===== config.mk =====
export PLATFORM = sky130hd
export DESIGN_NAME = three_term_recurrence_checksum_core
export DESIGN_NICKNAME = d
export VERILOG_FILES = /design/src/design/ttrc_pkg.sv /design/src/design/three_term_recurrence_checksum_core.sv
export SDC_FILE = /design/constraint.sdc
export NUM_CORES = 1
export LEC_CHECK = 0
export ABC_AREA = 0
export BUFFER_PORTS_ARGS = -buffer_cell sky130_fd_sc_hd__clkbuf_2
export CAP_MARGIN = 10
export CORE_MARGIN = 1.5
export CORE_UTILIZATION = 45
export DETAILED_ROUTE_END_ITERATION = 8
export SLEW_MARGIN = 20
export SYNTH_ARGS = -nofsm -noshare
export SYNTH_HDL_FRONTEND = slang
export SYNTH_SLANG_ARGS = --single-unit

===== constraint.sdc =====
create_clock -name clk -period 32.3 [get_ports clk]
set_input_delay 6.46 -clock clk [delete_from_list [all_inputs] [get_ports clk]]
set_output_delay 6.46 -clock clk [all_outputs]
set_load 0.05 [all_outputs]

===== src/design/ttrc_pkg.sv =====
// Package: constants and the mod-65535 fold for the three-term recurrence checksum.
`timescale 1ns / 1ps

package ttrc_pkg;

    localparam logic [7:0]  SEED_ADD  = 8'd7;
    localparam logic [7:0]  ALPHA_MUL = 8'd17;
    localparam logic [7:0]  BETA_MUL  = 8'd31;
    localparam logic [15:0] FOLD_MOD  = 16'hFFFF;
    localparam logic [15:0] PREV_INIT = 16'd1;

    typedef logic [15:0] term_t;

    // 2^16 == 1 (mod 65535): add the high part onto the low half, then one
    // conditional subtract since the sum stays below twice the modulus.
    function automatic term_t fold16(input logic [24:0] d);
        logic [16:0] sum;
        sum = 17'(d[15:0]) + 17'(d[24:16]);
        if (sum >= 17'(FOLD_MOD))
        begin
            sum = sum - 17'(FOLD_MOD);
        end
        return sum[15:0];
    endfunction

endpackage


===== src/design/three_term_recurrence_checksum_core.sv =====
// Top level: three-term recurrence checksum over a byte stream.
`timescale 1ns / 1ps

// Takes one message byte per input beat (last_byte marks the end) and
// returns one 16-bit checksum beat per message, the final recurrence term,
// always below 65535. The first byte seeds the current term as byte + 7
// with the previous term at 1; each later byte at index i forms
// ((byte + 17i mod 256) * cur - (31i mod 256) * prev) mod 2^64 mod 65535
// and shifts the terms. A new byte is accepted every cycle unless a last byte
// waits on a stalled result; the result is registered as the last byte leaves
// the input register. The rate is set by the term update loop: the multiplies,
// subtract and mod-65535 fold run combinationally into the term registers.
// A stalled checksum beat holds only a pending last byte in the input
// register; ordinary bytes keep flowing while the result waits.
module three_term_recurrence_checksum_core
(
    input  logic        clk,
    input  logic        rst_n,
    input  logic        in_valid,
    output logic        in_stall,
    input  logic [7:0]  data_byte,
    input  logic        last_byte,
    output logic        out_valid,
    input  logic        out_stall,
    output logic [15:0] checksum
);

    // input register
    logic       in_vld_reg, in_vld_next;
    logic [7:0] data_reg;
    logic       last_reg;

    // recurrence state
    ttrc_pkg::term_t prev_reg, prev_next;
    ttrc_pkg::term_t cur_reg, cur_next;
    logic [7:0]      idx_reg, idx_next;
    logic            first_reg, first_next;

    // result register
    logic            out_vld_reg, out_vld_next;
    ttrc_pkg::term_t checksum_reg;

    logic            in_take;
    logic            adv;

    // datapath
    logic [12:0]     alpha_full, beta_full;
    logic [8:0]      coef;
    logic [24:0]     prod_a;
    logic [23:0]     prod_b;
    logic [25:0]     diff, mag;
    logic            neg;
    ttrc_pkg::term_t fold_mag, step_term, seed_term, rec_term;

    // A last byte moves on only if the result register is empty or not stalled.
    assign adv      = in_vld_reg && (!last_reg || !out_vld_reg || !out_stall);
    assign in_stall = in_vld_reg && !adv;
    assign in_take  = in_valid && !in_stall;

    assign out_valid = out_vld_reg;
    assign checksum  = checksum_reg;

    // coefficients mod 256
    assign alpha_full = 13'(idx_reg) * 13'(ttrc_pkg::ALPHA_MUL);
    assign beta_full  = 13'(idx_reg) * 13'(ttrc_pkg::BETA_MUL);
    assign coef       = 9'(data_reg) + 9'(alpha_full[7:0]);

    assign prod_a = 25'(coef) * 25'(cur_reg);
    assign prod_b = 24'(beta_full[7:0]) * 24'(prev_reg);

    assign diff     = {1'b0, prod_a} - {2'b00, prod_b};
    assign neg      = diff[25];
    assign mag      = neg ? (~diff + 26'd1) : diff;
    assign fold_mag = ttrc_pkg::fold16(mag[24:0]);

    assign seed_term = 16'(data_reg) + 16'(ttrc_pkg::SEED_ADD);

    // Negative difference wraps mod 2^64, and 2^64 == 1 (mod 65535),
    // so the result is (1 - |diff|) mod 65535.
    always_comb
    begin
        if (!neg)
        begin
            rec_term = fold_mag;
        end
        else if (fold_mag == 16'd0)
        begin
            rec_term = 16'd1;
        end
        else if (fold_mag == 16'd1)
        begin
            rec_term = 16'd0;
        end
        else
        begin
            rec_term = 16'(17'h10000 - 17'(fold_mag));
        end
    end

    assign step_term = first_reg ? seed_term : rec_term;

    always_comb
    begin
        in_vld_next = in_vld_reg;
        if (in_take)
        begin
            in_vld_next = 1'b1;
        end
        else if (adv)
        begin
            in_vld_next = 1'b0;
        end

        prev_next  = prev_reg;
        cur_next   = cur_reg;
        idx_next   = idx_reg;
        first_next = first_reg;
        if (adv)
        begin
            if (last_reg)
            begin
                prev_next  = ttrc_pkg::PREV_INIT;
                cur_next   = '0;
                idx_next   = '0;
                first_next = 1'b1;
            end
            else
            begin
                prev_next  = first_reg ? ttrc_pkg::PREV_INIT : cur_reg;
                cur_next   = step_term;
                idx_next   = idx_reg + 8'd1;
                first_next = 1'b0;
            end
        end

        out_vld_next = out_vld_reg && out_stall;
        if (adv && last_reg)
        begin
            out_vld_next = 1'b1;
        end
    end

    always_ff @(posedge clk or negedge rst_n)
    begin
        if (!rst_n)
        begin
            in_vld_reg  <= 1'b0;
            prev_reg    <= ttrc_pkg::PREV_INIT;
            cur_reg     <= '0;
            idx_reg     <= '0;
            first_reg   <= 1'b1;
            out_vld_reg <= 1'b0;
        end
        else
        begin
            in_vld_reg  <= in_vld_next;
            prev_reg    <= prev_next;
            cur_reg     <= cur_next;
            idx_reg     <= idx_next;
            first_reg   <= first_next;
            out_vld_reg <= out_vld_next;
        end
    end

    // payload, no reset
    always_ff @(posedge clk)
    begin
        if (in_take)
        begin
            data_reg <= data_byte;
            last_reg <= last_byte;
        end
        if (adv && last_reg)
        begin
            checksum_reg <= step_term;
        end
    end

    // fold never yields the modulus itself
    a_sum_below_mod: assert property (@(posedge clk) disable iff (!rst_n)
        out_vld_reg |-> (checksum_reg != ttrc_pkg::FOLD_MOD))
        else $error("checksum equals 65535");

    // awaiting a seed means the state is at its start
    a_start_state: assert property (@(posedge clk) disable iff (!rst_n)
        first_reg |-> (idx_reg == 8'd0 && prev_reg == ttrc_pkg::PREV_INIT
                       && cur_reg == 16'd0))
        else $error("seed pending with stale terms");

    // seeding byte loads byte + 7
    a_seed: assert property (@(posedge clk) disable iff (!rst_n)
        (adv && first_reg && !last_reg) |=>
            (cur_reg == 16'($past(data_reg)) + 16'(ttrc_pkg::SEED_ADD)
             && !first_reg))
        else $error("seed term wrong");

    // a last byte that moves on always produces a result beat
    a_last_result: assert property (@(posedge clk) disable iff (!rst_n)
        (adv && last_reg) |=> (out_vld_reg && first_reg))
        else $error("last byte lost");

endmodule

# Yosys cells after proc, flatten, opt, wreduce, memory -nomap -nowiden
# Cells that the tools add are included.
# word_totals
ff_bits	68
inputBits	13
out_inout_bits	18
elab_cells	52
# classes
addsub	8
n_mul	4
magnitude_cmp	1
eq_ne	1
muxes	14
bitwise_logic	1
reduce_logical	14
# ops
op	n
two-way mux 16 bit	8
subtractor 25 x 24 -> 26 bit	1
adder 25 x 1 -> 25 bit (second input constant)	1
multiplier 9 x 16 -> 25 bit	1
two-way mux 25 bit	1
NOT 25 bit	1
multiplier 8 x 16 -> 24 bit	1
adder 16 x 9 -> 17 bit	1
greater-or-equal comparator 17 x 16 -> 1 bit (second input constant)	1
equality test 16 x 1 -> 1 bit (second input constant)	1
zero test 16 bit	1
multiplier 8 x 5 -> 8 bit (second input constant)	2
subtractor 1 x 16 -> 16 bit (first input constant)	1
subtractor 16 bit (second input constant)	1
adder 8 x 3 -> 9 bit (second input constant)	1
adder 8 x 8 -> 9 bit	1
adder 8 x 1 -> 8 bit (second input constant)	1
two-way mux 8 bit	1
logical AND 1 bit	5
zero test 1 bit	5
two-way mux 1 bit	4
logical OR 1 bit	2
nonzero test 2 bit	1

# Logic depth before layout (Yosys ltp)
# Gate-level depths: netlist of the first run.
# logic_depth
depth_word	16
depth_mapped	61
ltp_nobuf	56

# Worst setup path after synthesis of the first run
# Ideal clock, no wire load.
# synth_path
path_type	reg-to-reg
from	register idx_reg[1]
to	register cur_reg[7]
setup_time_ns	0.090
arrival_ns	13.962
required_ns	32.210
path_slack_ns	18.247
stages_incl_launch_ff	60
path_buffers	10
synth_period_minus_slack_ns	14.053
cell_sequence	dfrtp_1 -> inv_1 -> fa_1 -> inv_1 -> fa_1 -> inv_1 -> fa_1 -> inv_1 -> ha_1 -> inv_1 -> o21bai_1 -> a21oi_1 -> xnor2_1 -> clkbuf_1 -> nand2_1 -> fa_1 -> inv_1 -> fa_1 -> [24 not listed] -> nor3_1 -> mux2_2 -> a21oi_4 -> xnor2_1 -> mux2_2 -> o21a_1 -> buf_2 -> nor2_1 -> nor2_1 -> or2_2 -> ha_1 -> inv_1 -> a311oi_1 -> a41o_1 -> buf_2 -> nand2b_1 -> buf_4 -> o221ai_1
# synth_between
elab_chain_len	16
elab_cells_between_ends	21
cone_classes	add/sub (6); mul (4); order compare (1); eq/ne (1); mux (7); bitwise (1); reduce/logical (1)
# synth_rtl
element	line_no	text
start, declared	three_term_recurrence_checksum_core.sv:36	logic [7:0] idx_reg, idx_next;
start signal, assigned	three_term_recurrence_checksum_core.sv:159	idx_reg <= idx_next;
multiplier 8 x 5 -> 8 bit	three_term_recurrence_checksum_core.sv:64	assign alpha_full = 13'(idx_reg) * 13'(ttrc_pkg::ALPHA_MUL);
adder 8 x 8 -> 9 bit	three_term_recurrence_checksum_core.sv:66	assign coef = 9'(data_reg) + 9'(alpha_full[7:0]);
multiplier 9 x 16 -> 25 bit	three_term_recurrence_checksum_core.sv:68	assign prod_a = 25'(coef) * 25'(cur_reg);
subtractor 25 x 24 -> 26 bit (*)	three_term_recurrence_checksum_core.sv:71	assign diff = {1'b0, prod_a} - {2'b00, prod_b};
NOT 25 bit	three_term_recurrence_checksum_core.sv:73	assign mag = neg ? (~diff + 26'd1) : diff;
adder 25 x 1 -> 25 bit	three_term_recurrence_checksum_core.sv:73	
two-way mux 25 bit	three_term_recurrence_checksum_core.sv:73	
adder 16 x 9 -> 17 bit	ttrc_pkg.sv:18	sum = 17'(d[15:0]) + 17'(d[24:16]);
subtractor 16 bit or greater-or-equal comparator 17 x 16 -> 1 bit (tied branches)	ttrc_pkg.sv:21, ttrc_pkg.sv:19	
two-way mux 16 bit	ttrc_pkg.sv:19	if (sum >= 17'(FOLD_MOD))
subtractor 1 x 16 -> 16 bit or equality test 16 x 1 -> 1 bit (tied branches)	three_term_recurrence_checksum_core.sv:96, three_term_recurrence_checksum_core.sv:90	
two-way mux 16 bit	three_term_recurrence_checksum_core.sv:90	else if (fold_mag == 16'd1)
two-way mux 16 bit	three_term_recurrence_checksum_core.sv:86	else if (fold_mag == 16'd0)
two-way mux 16 bit (*)	three_term_recurrence_checksum_core.sv:82	if (!neg)
two-way mux 16 bit (*)	three_term_recurrence_checksum_core.sv:100	assign step_term = first_reg ? seed_term : rec_term;
two-way mux 16 bit (*)	three_term_recurrence_checksum_core.sv:120	if (last_reg)
end signal, assigned	three_term_recurrence_checksum_core.sv:158	cur_reg <= cur_next;
end, declared	three_term_recurrence_checksum_core.sv:35	ttrc_pkg::term_t cur_reg, cur_next;
# Every way passes the cells marked *; elsewhere a longest branch is shown, timed or not.
# A chain may end at the register's enable or synchronous reset.

# Worst setup path in the final report of the first run
# layout_path
from	register idx_reg[0]
to	register checksum_reg[1], in the netlist checksum[1] (data pin)
# layout_between
elab_chain_len	15
elab_cells_between_ends	20
cone_classes	add/sub (6); mul (4); order compare (1); eq/ne (1); mux (6); bitwise (1); reduce/logical (1)
# layout_rtl
element	line_no	text
multiplier 8 x 5 -> 8 bit	three_term_recurrence_checksum_core.sv:64	
adder 8 x 8 -> 9 bit	three_term_recurrence_checksum_core.sv:66	
multiplier 9 x 16 -> 25 bit	three_term_recurrence_checksum_core.sv:68	
subtractor 25 x 24 -> 26 bit (*)	three_term_recurrence_checksum_core.sv:71	
NOT 25 bit	three_term_recurrence_checksum_core.sv:73	
adder 25 x 1 -> 25 bit	three_term_recurrence_checksum_core.sv:73	
two-way mux 25 bit	three_term_recurrence_checksum_core.sv:73	
adder 16 x 9 -> 17 bit	ttrc_pkg.sv:18	
subtractor 16 bit or greater-or-equal comparator 17 x 16 -> 1 bit (tied branches)	ttrc_pkg.sv:21, ttrc_pkg.sv:19	
two-way mux 16 bit	ttrc_pkg.sv:19	
subtractor 1 x 16 -> 16 bit or equality test 16 x 1 -> 1 bit (tied branches)	three_term_recurrence_checksum_core.sv:96, three_term_recurrence_checksum_core.sv:90	
two-way mux 16 bit	three_term_recurrence_checksum_core.sv:90	
two-way mux 16 bit	three_term_recurrence_checksum_core.sv:86	
two-way mux 16 bit (*)	three_term_recurrence_checksum_core.sv:82	
two-way mux 16 bit (*)	three_term_recurrence_checksum_core.sv:100	
named net step_term[1]	three_term_recurrence_checksum_core.sv:53	ttrc_pkg::term_t fold_mag, step_term, seed_term, rec_term;
end signal, assigned	three_term_recurrence_checksum_core.sv:175	checksum_reg <= step_term;
end, declared	three_term_recurrence_checksum_core.sv:41	ttrc_pkg::term_t checksum_reg;
# The timed path passes the listed nets; every way through them passes the cells marked *.

==> metrics.yaml, run 1 <==
critPathRequiredTime_ns: 32.38
relSlewSlack: 0.3788
synth_cell_types: 93
slowest_stage: "or4b_2"
drtPass1Iterations: 5
yosysSeqAreaShare: 0.1178
drive_gt1_frac: 0.05852
path_common_cell: "fa_1"
hp-class: "register to register"
viasPerCell: 5.440
cts.clk_slew.worst_paths_ns: 0.07
grt_use_total: 0.2395
die-area_um2: 35620
clock-sinks: 68
synth_top_area_frac: 0.3069
post_cts_buffers: 0
synth_area_leader_cell: "fa_1"
fin_crit_ns: 15.29
cts_made_buffers: 9
h-tree-depth: 3
ys_top_cells_by_count: "inv_1 (307), nand2_1 (242), fa_1 (238)"
first_iter_violations: 800
ys_warn_count: 0
yosysMostFrequentCell: "inv_1"
port-buffer-count: 30
syn_to_final_growth_pct: 4.901
place_hpwl_mm: 33.17
ctsHoldBuffers: 0
syn_area_um2: 15520
antenna_found_initial: 0
fin_crit_sh: 0.4734
insertion_delay_ns: 0.34
drc: 0
ant_nets: 0
synthCells: 1779
cts-root-buf: "clkbuf_16"
nNetsFinal: 2123
cts_buffer_depth: 2
report.final.hold_viol_count: 0
worstMarginPinSlew_ns: 0.9272
clock-skew-final_ns: 0.01124
setup-tns-final_ns: 0
synth_edf_count: 25
avgSynthCellArea_um2: 8.726
cts_resized: 0
crit_family: "adder cells"
io-pin-count: 31
grt_pass1_wl_mm: 67.99
std_cell_rows: 67
max_cap_violations: 0
die_h_um: 188.7
synth_seq_cells: 68
cp_num_buf_inv: 5
cts_tree: "done"
fp.dieW_um: 188.7
synth_area_leaders: "fa_1 (31%), ha_1 (9.4%), inv_1 (7.4%)"
slew_viol_final: 0
synth_fp_nets: 2147
grt_pass1_vias: 12360
crit_path_max_fanout: 26
crit_type: "register to register"
cp.arrival_ns: 15.37
fmax_mhz: 65.39
wl_per_cell_um: 18.03
routed_wirelength_mm: 39.81
critical-path-max-stage-delay_ns: 0.63
status: "completed"
grt_max_degree: 62
routabilityCongestion: 0.9239
cp-start-kind: "register"
crit_path_end_kind: "register"
core_area_um2: 33780
final-setup-viol-count: 0
start_util: 0.4595
rsz0062_at_grt: "no"
ys.flop_type: "dfrtp_1"
ys_async_sr_fraction: 0.6324
route.vias.total: 12010
num_antenna_cells: 0
gr-total-overflow: 0
area by class of cell:
class	instances	area, um2
clock buffers	10	229.0
inverters	307	1152
well taps	448	560.5
fillers	3274	17500
repair buffers	40	225.2
flip-flops and latches	68	1829
multi-input cells	1329	12250
clock inverters	6	42.54
layout by cell type, fill, tap and decap left out, types with 10 or more instances in the layout:
cell | Yosys | layout
inv_1 | 307 | 307
nand2_1 | 242 | 241
fa_1 | 238 | 238
and2_1 | 126 | 126
ha_1 | 117 | 117
xnor2_1 | 62 | 57
o21ai_0 | 57 | 57
a21oi_1 | 55 | 55
nor2_1 | 52 | 51
dfrtp_1 | 41 | 41
xor2_1 | 39 | 39
clkbuf_2 | 0 | 30
nand3_1 | 27 | 27
edfxtp_1 | 25 | 25
nor2b_1 | 24 | 24
nor3_1 | 22 | 22
nand2b_1 | 15 | 15
o21ai_1 | 15 | 15
a31oi_1 | 14 | 14
o21bai_1 | 12 | 12
nand4_1 | 12 | 12
o211ai_1 | 12 | 12
o21a_1 | 10 | 10
a211oi_1 | 10 | 10
buf_4 | 4 | 10
worst register-to-register path, delay by kind of cell (launching register included):
kind,cells,cell delay [ns]
xor gates and xnor gates,2,0.27
adders and majority gates,12,6.03
AOI/OAI and AO/OA,14,3.43
DFF,1,0.36
muxes,1,0.14
and+or+nand+nor,13,4.21
buffers and inverters,5,0.58
layer usage:
layer  vias to the layer above  routed length, um  global-route usage
met2                       299              18410              0.3774
met1                      5996              19120              0.3606
met5                         -                  0                   0
li1                       5685                  -                   -
met4                         0                654             0.05250
met3                        32               1632             0.01639
through the flow:
| step | instance area, um2 | instances | hold WS [ns] | worst slack, ns | utilization |
|---|---|---|---|---|---|
| floorplan | 15520 | 1779 | 0.4645 | 18.25 | - |
| global placement | 16010 | 2192 | 0.5128 | 17.49 | 0.4738 |
| detailed placement | 16010 | 2192 | 0.5303 | 17.18 | 0.4738 |
| CTS | 16280 | 2208 | 0.5443 | 17.10 | 0.4819 |
| global route | 16280 | 2208 | 0.5873 | 16.07 | 0.4820 |
| finish | 16280 | 2208 | 0.5445 | 17.01 | 0.4820 |
path summary, 6_finish.rpt:
kind / endpoint / from / depth (start not counted) / slack [ns]
max: checksum[1]$_DFFE_PP_ / idx_reg[0]$_DFFE_PN0P_ / 47 / 17.01
min: prev_reg[0]$_DFFE_PN1P_ / prev_reg[0]$_DFFE_PN1P_ / 2 / 0.54
max reg2reg: checksum[1]$_DFFE_PP_ / idx_reg[0]$_DFFE_PN0P_ / 47 / 17.01
min reg2reg: prev_reg[0]$_DFFE_PN1P_ / prev_reg[0]$_DFFE_PN1P_ / 2 / 0.54
max in group asynchronous: prev_reg[13]$_DFFE_PN0P_ / rst_n / 2 / 25.65
min in group asynchronous: idx_reg[5]$_DFFE_PN0P_ / rst_n / 2 / 6.21
kinds of logic after synthesis:
group,after synthesis,share of synthesized area
compound gates,280,0.1257
mux,9,0.006125
xor+xnor,104,0.06013
buf+inv,382,0.09640
fa+ha+maj,355,0.4012
flops,68,0.1178
simple gates,581,0.1926
Power of run 1 is not shown: default switching activity piles up to over one toggle a cycle in this logic, so the estimate is an artifact.
==> run 2: changes to the inputs <==
- ABC_AREA: 0 -> 1
- clock period: 32.3 -> 16 ns (I/O delays scaled with it)
==> run 2 against run 1 <==
Effect of this change:
- cell count increased by 13%
- maximum frequency increased by 11%
- worst setup slack got worse by 15 ns
- sequential cell count unchanged
- utilization is 0.36 points higher
- global-route usage grew 1.2 points
- critical endpoint is now checksum[8]$_DFFE_PP_
- count of clock-buffer cells in the layout down 1
- critical path depth grew 15
- via count grew 2.3%
- synthesized cell count is 15% higher
- first-iteration DRC count up 21%
==> metrics.yaml, run 2 <==
crit_type: "register to register"
fin_crit_ns: 13.76
ys_top_cells_by_count: "nand2_1 (513), inv_1 (500), fa_1 (238)"
status: "completed"
ys_async_sr_fraction: 0.6324
antenna_found_initial: 0
fin_crit_sh: 0.8598
grt_max_degree: 49
route.vias.total: 12290
die_h_um: 186.1
place_hpwl_mm: 33.55
ys.flop_type: "dfrtp_1"
nNetsFinal: 2407
wl_per_cell_um: 16.05
drc: 0
synth_area_leaders: "fa_1 (32%), nand2_1 (13%), inv_1 (12%)"
clock-skew-final_ns: 0.009549
hp-class: "register to register"
ctsHoldBuffers: 0
setup-tns-final_ns: 0
io-pin-count: 31
worstHoldStart: "out_valid$_DFF_PN0_"
synth_xor_area_frac: 0.03427
fp.dieW_um: 186.1
gr-total-overflow: 0
avgSynthCellArea_um2: 7.377
yosys-mux-area-fraction: 0
post_cts_buffers: 0
syn_area_um2: 15080
drive_gt1_frac: 0.05969
grt_use_total: 0.2520
final_cell_mix: "nand2_1 (513), inv_1 (500), fa_1 (238)"
routed_wirelength_mm: 39.90
relSlewSlack: 0.4077
crit_start: "idx_reg[0]$_DFFE_PN0P_"
cp-start-kind: "register"
cts.clk_slew.worst_paths_ns: 0.07
synth_top_area_frac: 0.3160
critical-path-max-stage-delay_ns: 0.92
crit_path_end_kind: "register"
synth-simple-area-share: 0.2582
rsz0062_at_grt: "no"
report.final.hold_viol_count: 0
cp.arrival_ns: 13.86
worstMarginPinSlew_ns: 0.8885
synth_top_family_by_area: "adder cells"
grt_pass1_vias: 12300
syn_to_final_growth_pct: 5.576
port-buffer-count: 30
cp_num_buf_inv: 11
max_cap_violations: 0
hold_depth: 2
cp.depth: 62
synth_cell_types: 40
r2r_start: "idx_reg[0]$_DFFE_PN0P_"
cts_made_buffers: 9
final_common_cell: "nand2_1"
synth_seq_cells: 68
fmax_mhz: 72.69
viasPerCell: 4.943
yosysMostFrequentCell: "nand2_1"
cts_tree: "done"
slowest_stage: "dfrtp_1"
first_iter_violations: 968
final-setup-viol-count: 0
crit_path_max_fanout: 23
synth_edf_count: 25
slew_viol_final: 0
synth_compound_area_frac: 0.03336
core_area_um2: 32780
h-tree-depth: 3
synth_fp_nets: 2412
cts-root-buf: "clkbuf_16"
die-area_um2: 34610
ff2ff_path_depth: 62
critPathRequiredTime_ns: 16.10
yosys.area_share.adder: 0.4131
cts_resized: 0
std_cell_rows: 66
clock-sinks: 68
rrSetupSlack_ns: 2.24
cts_buffer_depth: 2
synth_area_leader_cell: "fa_1"
drtPass1Iterations: 6
num_antenna_cells: 0
grt_pass1_wl_mm: 66.82
yosysSeqAreaShare: 0.1213
ys_warn_count: 0
synthCells: 2044
ant_nets: 0
start_util: 0.4599
insertion_delay_ns: 0.35
crit_family: "adder cells"
routabilityCongestion: 0.9098
-- run 2: cell count changes after synthesis, moves of 22 or more --
| cell | change |
|---|---|
| and2_1 | -126 |
| inv_1 | +193 |
| nand2_1 | +271 |
| nand2_2 | +26 |
| nand3_1 | +84 |
| nor2_1 | +132 |
| nor2b_1 | -24 |
| o21ai_0 | -22 |
| xnor2_1 | -40 |
-- run 2: worst register-to-register path: cells and delay by family (launching register included) --
family          cells  cell delay (ns)
simple gates       29             3.91
buf+inv            11             0.95
xor+xnor            3             0.45
flops               1             0.92
fa+ha+maj          15             6.62
compound gates      4             0.67
-- run 2: final timing paths --
path / endpoint
max in group asynchronous: prev_reg[6]$_DFFE_PN0P_
min in group asynchronous: idx_reg[7]$_DFFE_PN0P_
hold reg to reg: out_valid$_DFF_PN0_
setup reg to reg: checksum[8]$_DFFE_PP_
hold / removal: out_valid$_DFF_PN0_
setup / recovery: checksum[8]$_DFFE_PP_
-- run 2: metal layers --
metal,global-route usage,vias to the layer above,wire length (um)
met4,0.04871,0,639
met2,0.4007,348,18350
met3,0.03717,38,2403
met5,0,-,0
met1,0.3654,5869,18500
li1,-,6034,-
-- run 2: per-stage QoR --
step / area (um2) / hold WS (ns) / util / std cells / worst slack [ns]
2_1_floorplan: 15080 / 0.4760 / - / 2044 / 3.651
3_3_place_gp: 15610 / 0.4806 / 0.4763 / 2470 / 2.498
3_5_place_dp: 15610 / 0.4887 / 0.4763 / 2470 / 2.316
4_1_cts: 15920 / 0.5084 / 0.4856 / 2486 / 2.279
5_1_grt: 15920 / 0.5599 / 0.4856 / 2486 / 1.163
6_report: 15920 / 0.5117 / 0.4856 / 2486 / 2.244
-- run 2: cell type report --
| type | instances | area [um2] |
|---|---|---|
| fill | 3297 | 16860 |
| multi-input combinational | 1421 | 11140 |
| inverter | 501 | 1881 |
| sequential | 68 | 1829 |
| tap | 442 | 553.0 |
| clock buffer | 9 | 225.2 |
| timing repair buffer | 38 | 210.2 |
| clock inverter | 7 | 80.08 |
-- run 2: cell families (layout without fill, tap and decap cells) --
kind of cell,count (synthesis),in the layout
AO/OA/AOI/OAI,92,92
flip-flops,68,68
XOR/XNOR,59,59
buffers and inverters,555,555
AND/OR/NAND/NOR,915,915
adder cells (fa/ha/maj),355,355
Power of run 2 is left out for the same reason.
==> run 3: changes to the inputs <==
- clock period: 16 -> 13.9 ns (I/O delays scaled with it)
==> run 3 against run 2 <==
Effect of this change:
- register-to-register slack worse by 1.4 ns
- critical path depth rose by 4
- worst setup slack lost 1.4 ns
- hold slack got worse by 0.013 ns
- global-route usage rose by 0.13 points
- count of clock-buffer cells in the layout up 1
- final area rose by 1.4%
- highest routed layer unchanged
==> metrics.yaml, run 3 (synthesis results as in run 2) <==
ant_nets: 0
cp-start-kind: "register"
final_common_cell: "nand2_1"
crit_path_max_fanout: 15
critPathRequiredTime_ns: 14.00
use_met3: 0.03307
clock-sinks: 68
ctsHoldBuffers: 0
fin_crit_sh: 0.9416
critical-path-max-stage-delay_ns: 0.59
crit_family: "adder cells"
status: "completed"
relSlewSlack: 0.4618
die_h_um: 186.1
nNetsFinal: 2421
cts_tree: "done"
final-setup-viol-count: 0
cts-root-buf: "clkbuf_16"
pre_cts_ws_ns: 0.3202
h-tree-depth: 3
core_area_um2: 32780
num_antenna_cells: 0
crit_path_end_kind: "register"
cts.clk_slew.worst_paths_ns: 0.06
io-pin-count: 31
finalWorstSetupSlack_ns: 0.8113
grt_use_total: 0.2533
cts_made_buffers: 9
top_usage_layer: "met2"
report.final.hold_viol_count: 0
drc: 0
fmax_mhz: 76.40
port-buffer-count: 30
die-area_um2: 34610
routabilityCongestion: 0.8929
std_cell_rows: 66
max_cap_violations: 0
final_cell_mix: "nand2_1 (511), inv_1 (498), fa_1 (238)"
fp.dieW_um: 186.1
grtUsageMet2: 0.4101
cts_buffer_depth: 2
cp.arrival_ns: 13.19
fin_crit_ns: 13.09
drtPass1Iterations: 5
gr-total-overflow: 0
clock-skew-final_ns: 0.008167
crit_type: "register to register"
syn_to_final_growth_pct: 7.078
slowest_stage: "fa_1"
start_util: 0.4599
hp-class: "register to register"
grt_max_degree: 48
first_iter_violations: 790
cp_num_buf_inv: 11
antenna_found_initial: 0
insertion_delay_ns: 0.35
slew_viol_final: 0
drive_gt1_frac: 0.07483
use_met1: 0.3562
grt_pass1_vias: 12700
wl_per_cell_um: 15.98
worstMarginPinSlew_ns: 0.8064
place_hpwl_mm: 33.56
route.vias.total: 12470
routed_wirelength_mm: 39.96
viasPerCell: 4.988
grt_pass1_wl_mm: 67.21
fill_cells: 3331
## run 3: cell count changes in the layout (fill, tap and decap cells not counted), sizes merged
| cell | delta |
|---|---|
| buf | +14 |
| bufinv | +1 |
| clkbuf | +1 |
| clkinv | +1 |
| inv | -3 |
## run 3: final timing paths
path | startpoint | end | slack, ns | cells after the start
max | idx_reg[1]$_DFFE_PN0P_ | checksum[12]$_DFFE_PP_ | 0.81 | 66
min | out_valid$_DFF_PN0_ | out_valid$_DFF_PN0_ | 0.50 | 2
max reg2reg | idx_reg[1]$_DFFE_PN0P_ | checksum[12]$_DFFE_PP_ | 0.81 | 66
min reg2reg | out_valid$_DFF_PN0_ | out_valid$_DFF_PN0_ | 0.50 | 2
max in group asynchronous | rst_n | idx_reg[2]$_DFFE_PN0P_ | 10.92 | 2
min in group asynchronous | rst_n | idx_reg[5]$_DFFE_PN0P_ | 2.51 | 2
## run 3: final cells by class
class                      instances  area, um2  area share
clock buffer                      10      229.0     0.01418
clock inverter                     6      88.84    0.005502
inverter                         501       1881      0.1165
multi-input combinational       1421      11240      0.6964
sequential                        68       1832      0.1135
tap                              442      553.0     0.03425
timing repair buffer              52      319.1     0.01976
## run 3: layer usage
metal,part of all wire,vias to the layer above
met5,0,-
met1,0.46,6044
met3,0.050,50
met4,0.024,0
met2,0.47,322
li1,-,6053
## run 3: stage by stage
step,std cells,utilization,setup TNS (ns),instance area (um2),hold WS [ns]
6_report,2500,0.4925,0,16150,0.4988
5_1_grt,2500,0.4925,-0.9670,16150,0.5353
4_1_cts,2491,0.4871,0,15970,0.5036
3_5_place_dp,2475,0.4774,0,15650,0.4893
3_3_place_gp,2475,0.4774,0,15650,0.4786
2_1_floorplan,2044,-,0,15080,0.4760
## run 3: repair_timing
item | in CTS | in global routing
buffers inserted | 0 | 9
endpoints found under the setup margin | 0 | 32
gates resized for setup | 0 | 26
## run 3: worst register-to-register path: cells and delay by family, from the launching register on
family / cells / cell delay, ns
simple gates: 31 / 3.53
compound gates: 8 / 1.38
xor+xnor: 4 / 0.76
buf+inv: 11 / 0.91
flops: 1 / 0.48
fa+ha+maj: 12 / 5.78
Power of run 3 is left out for the same reason.
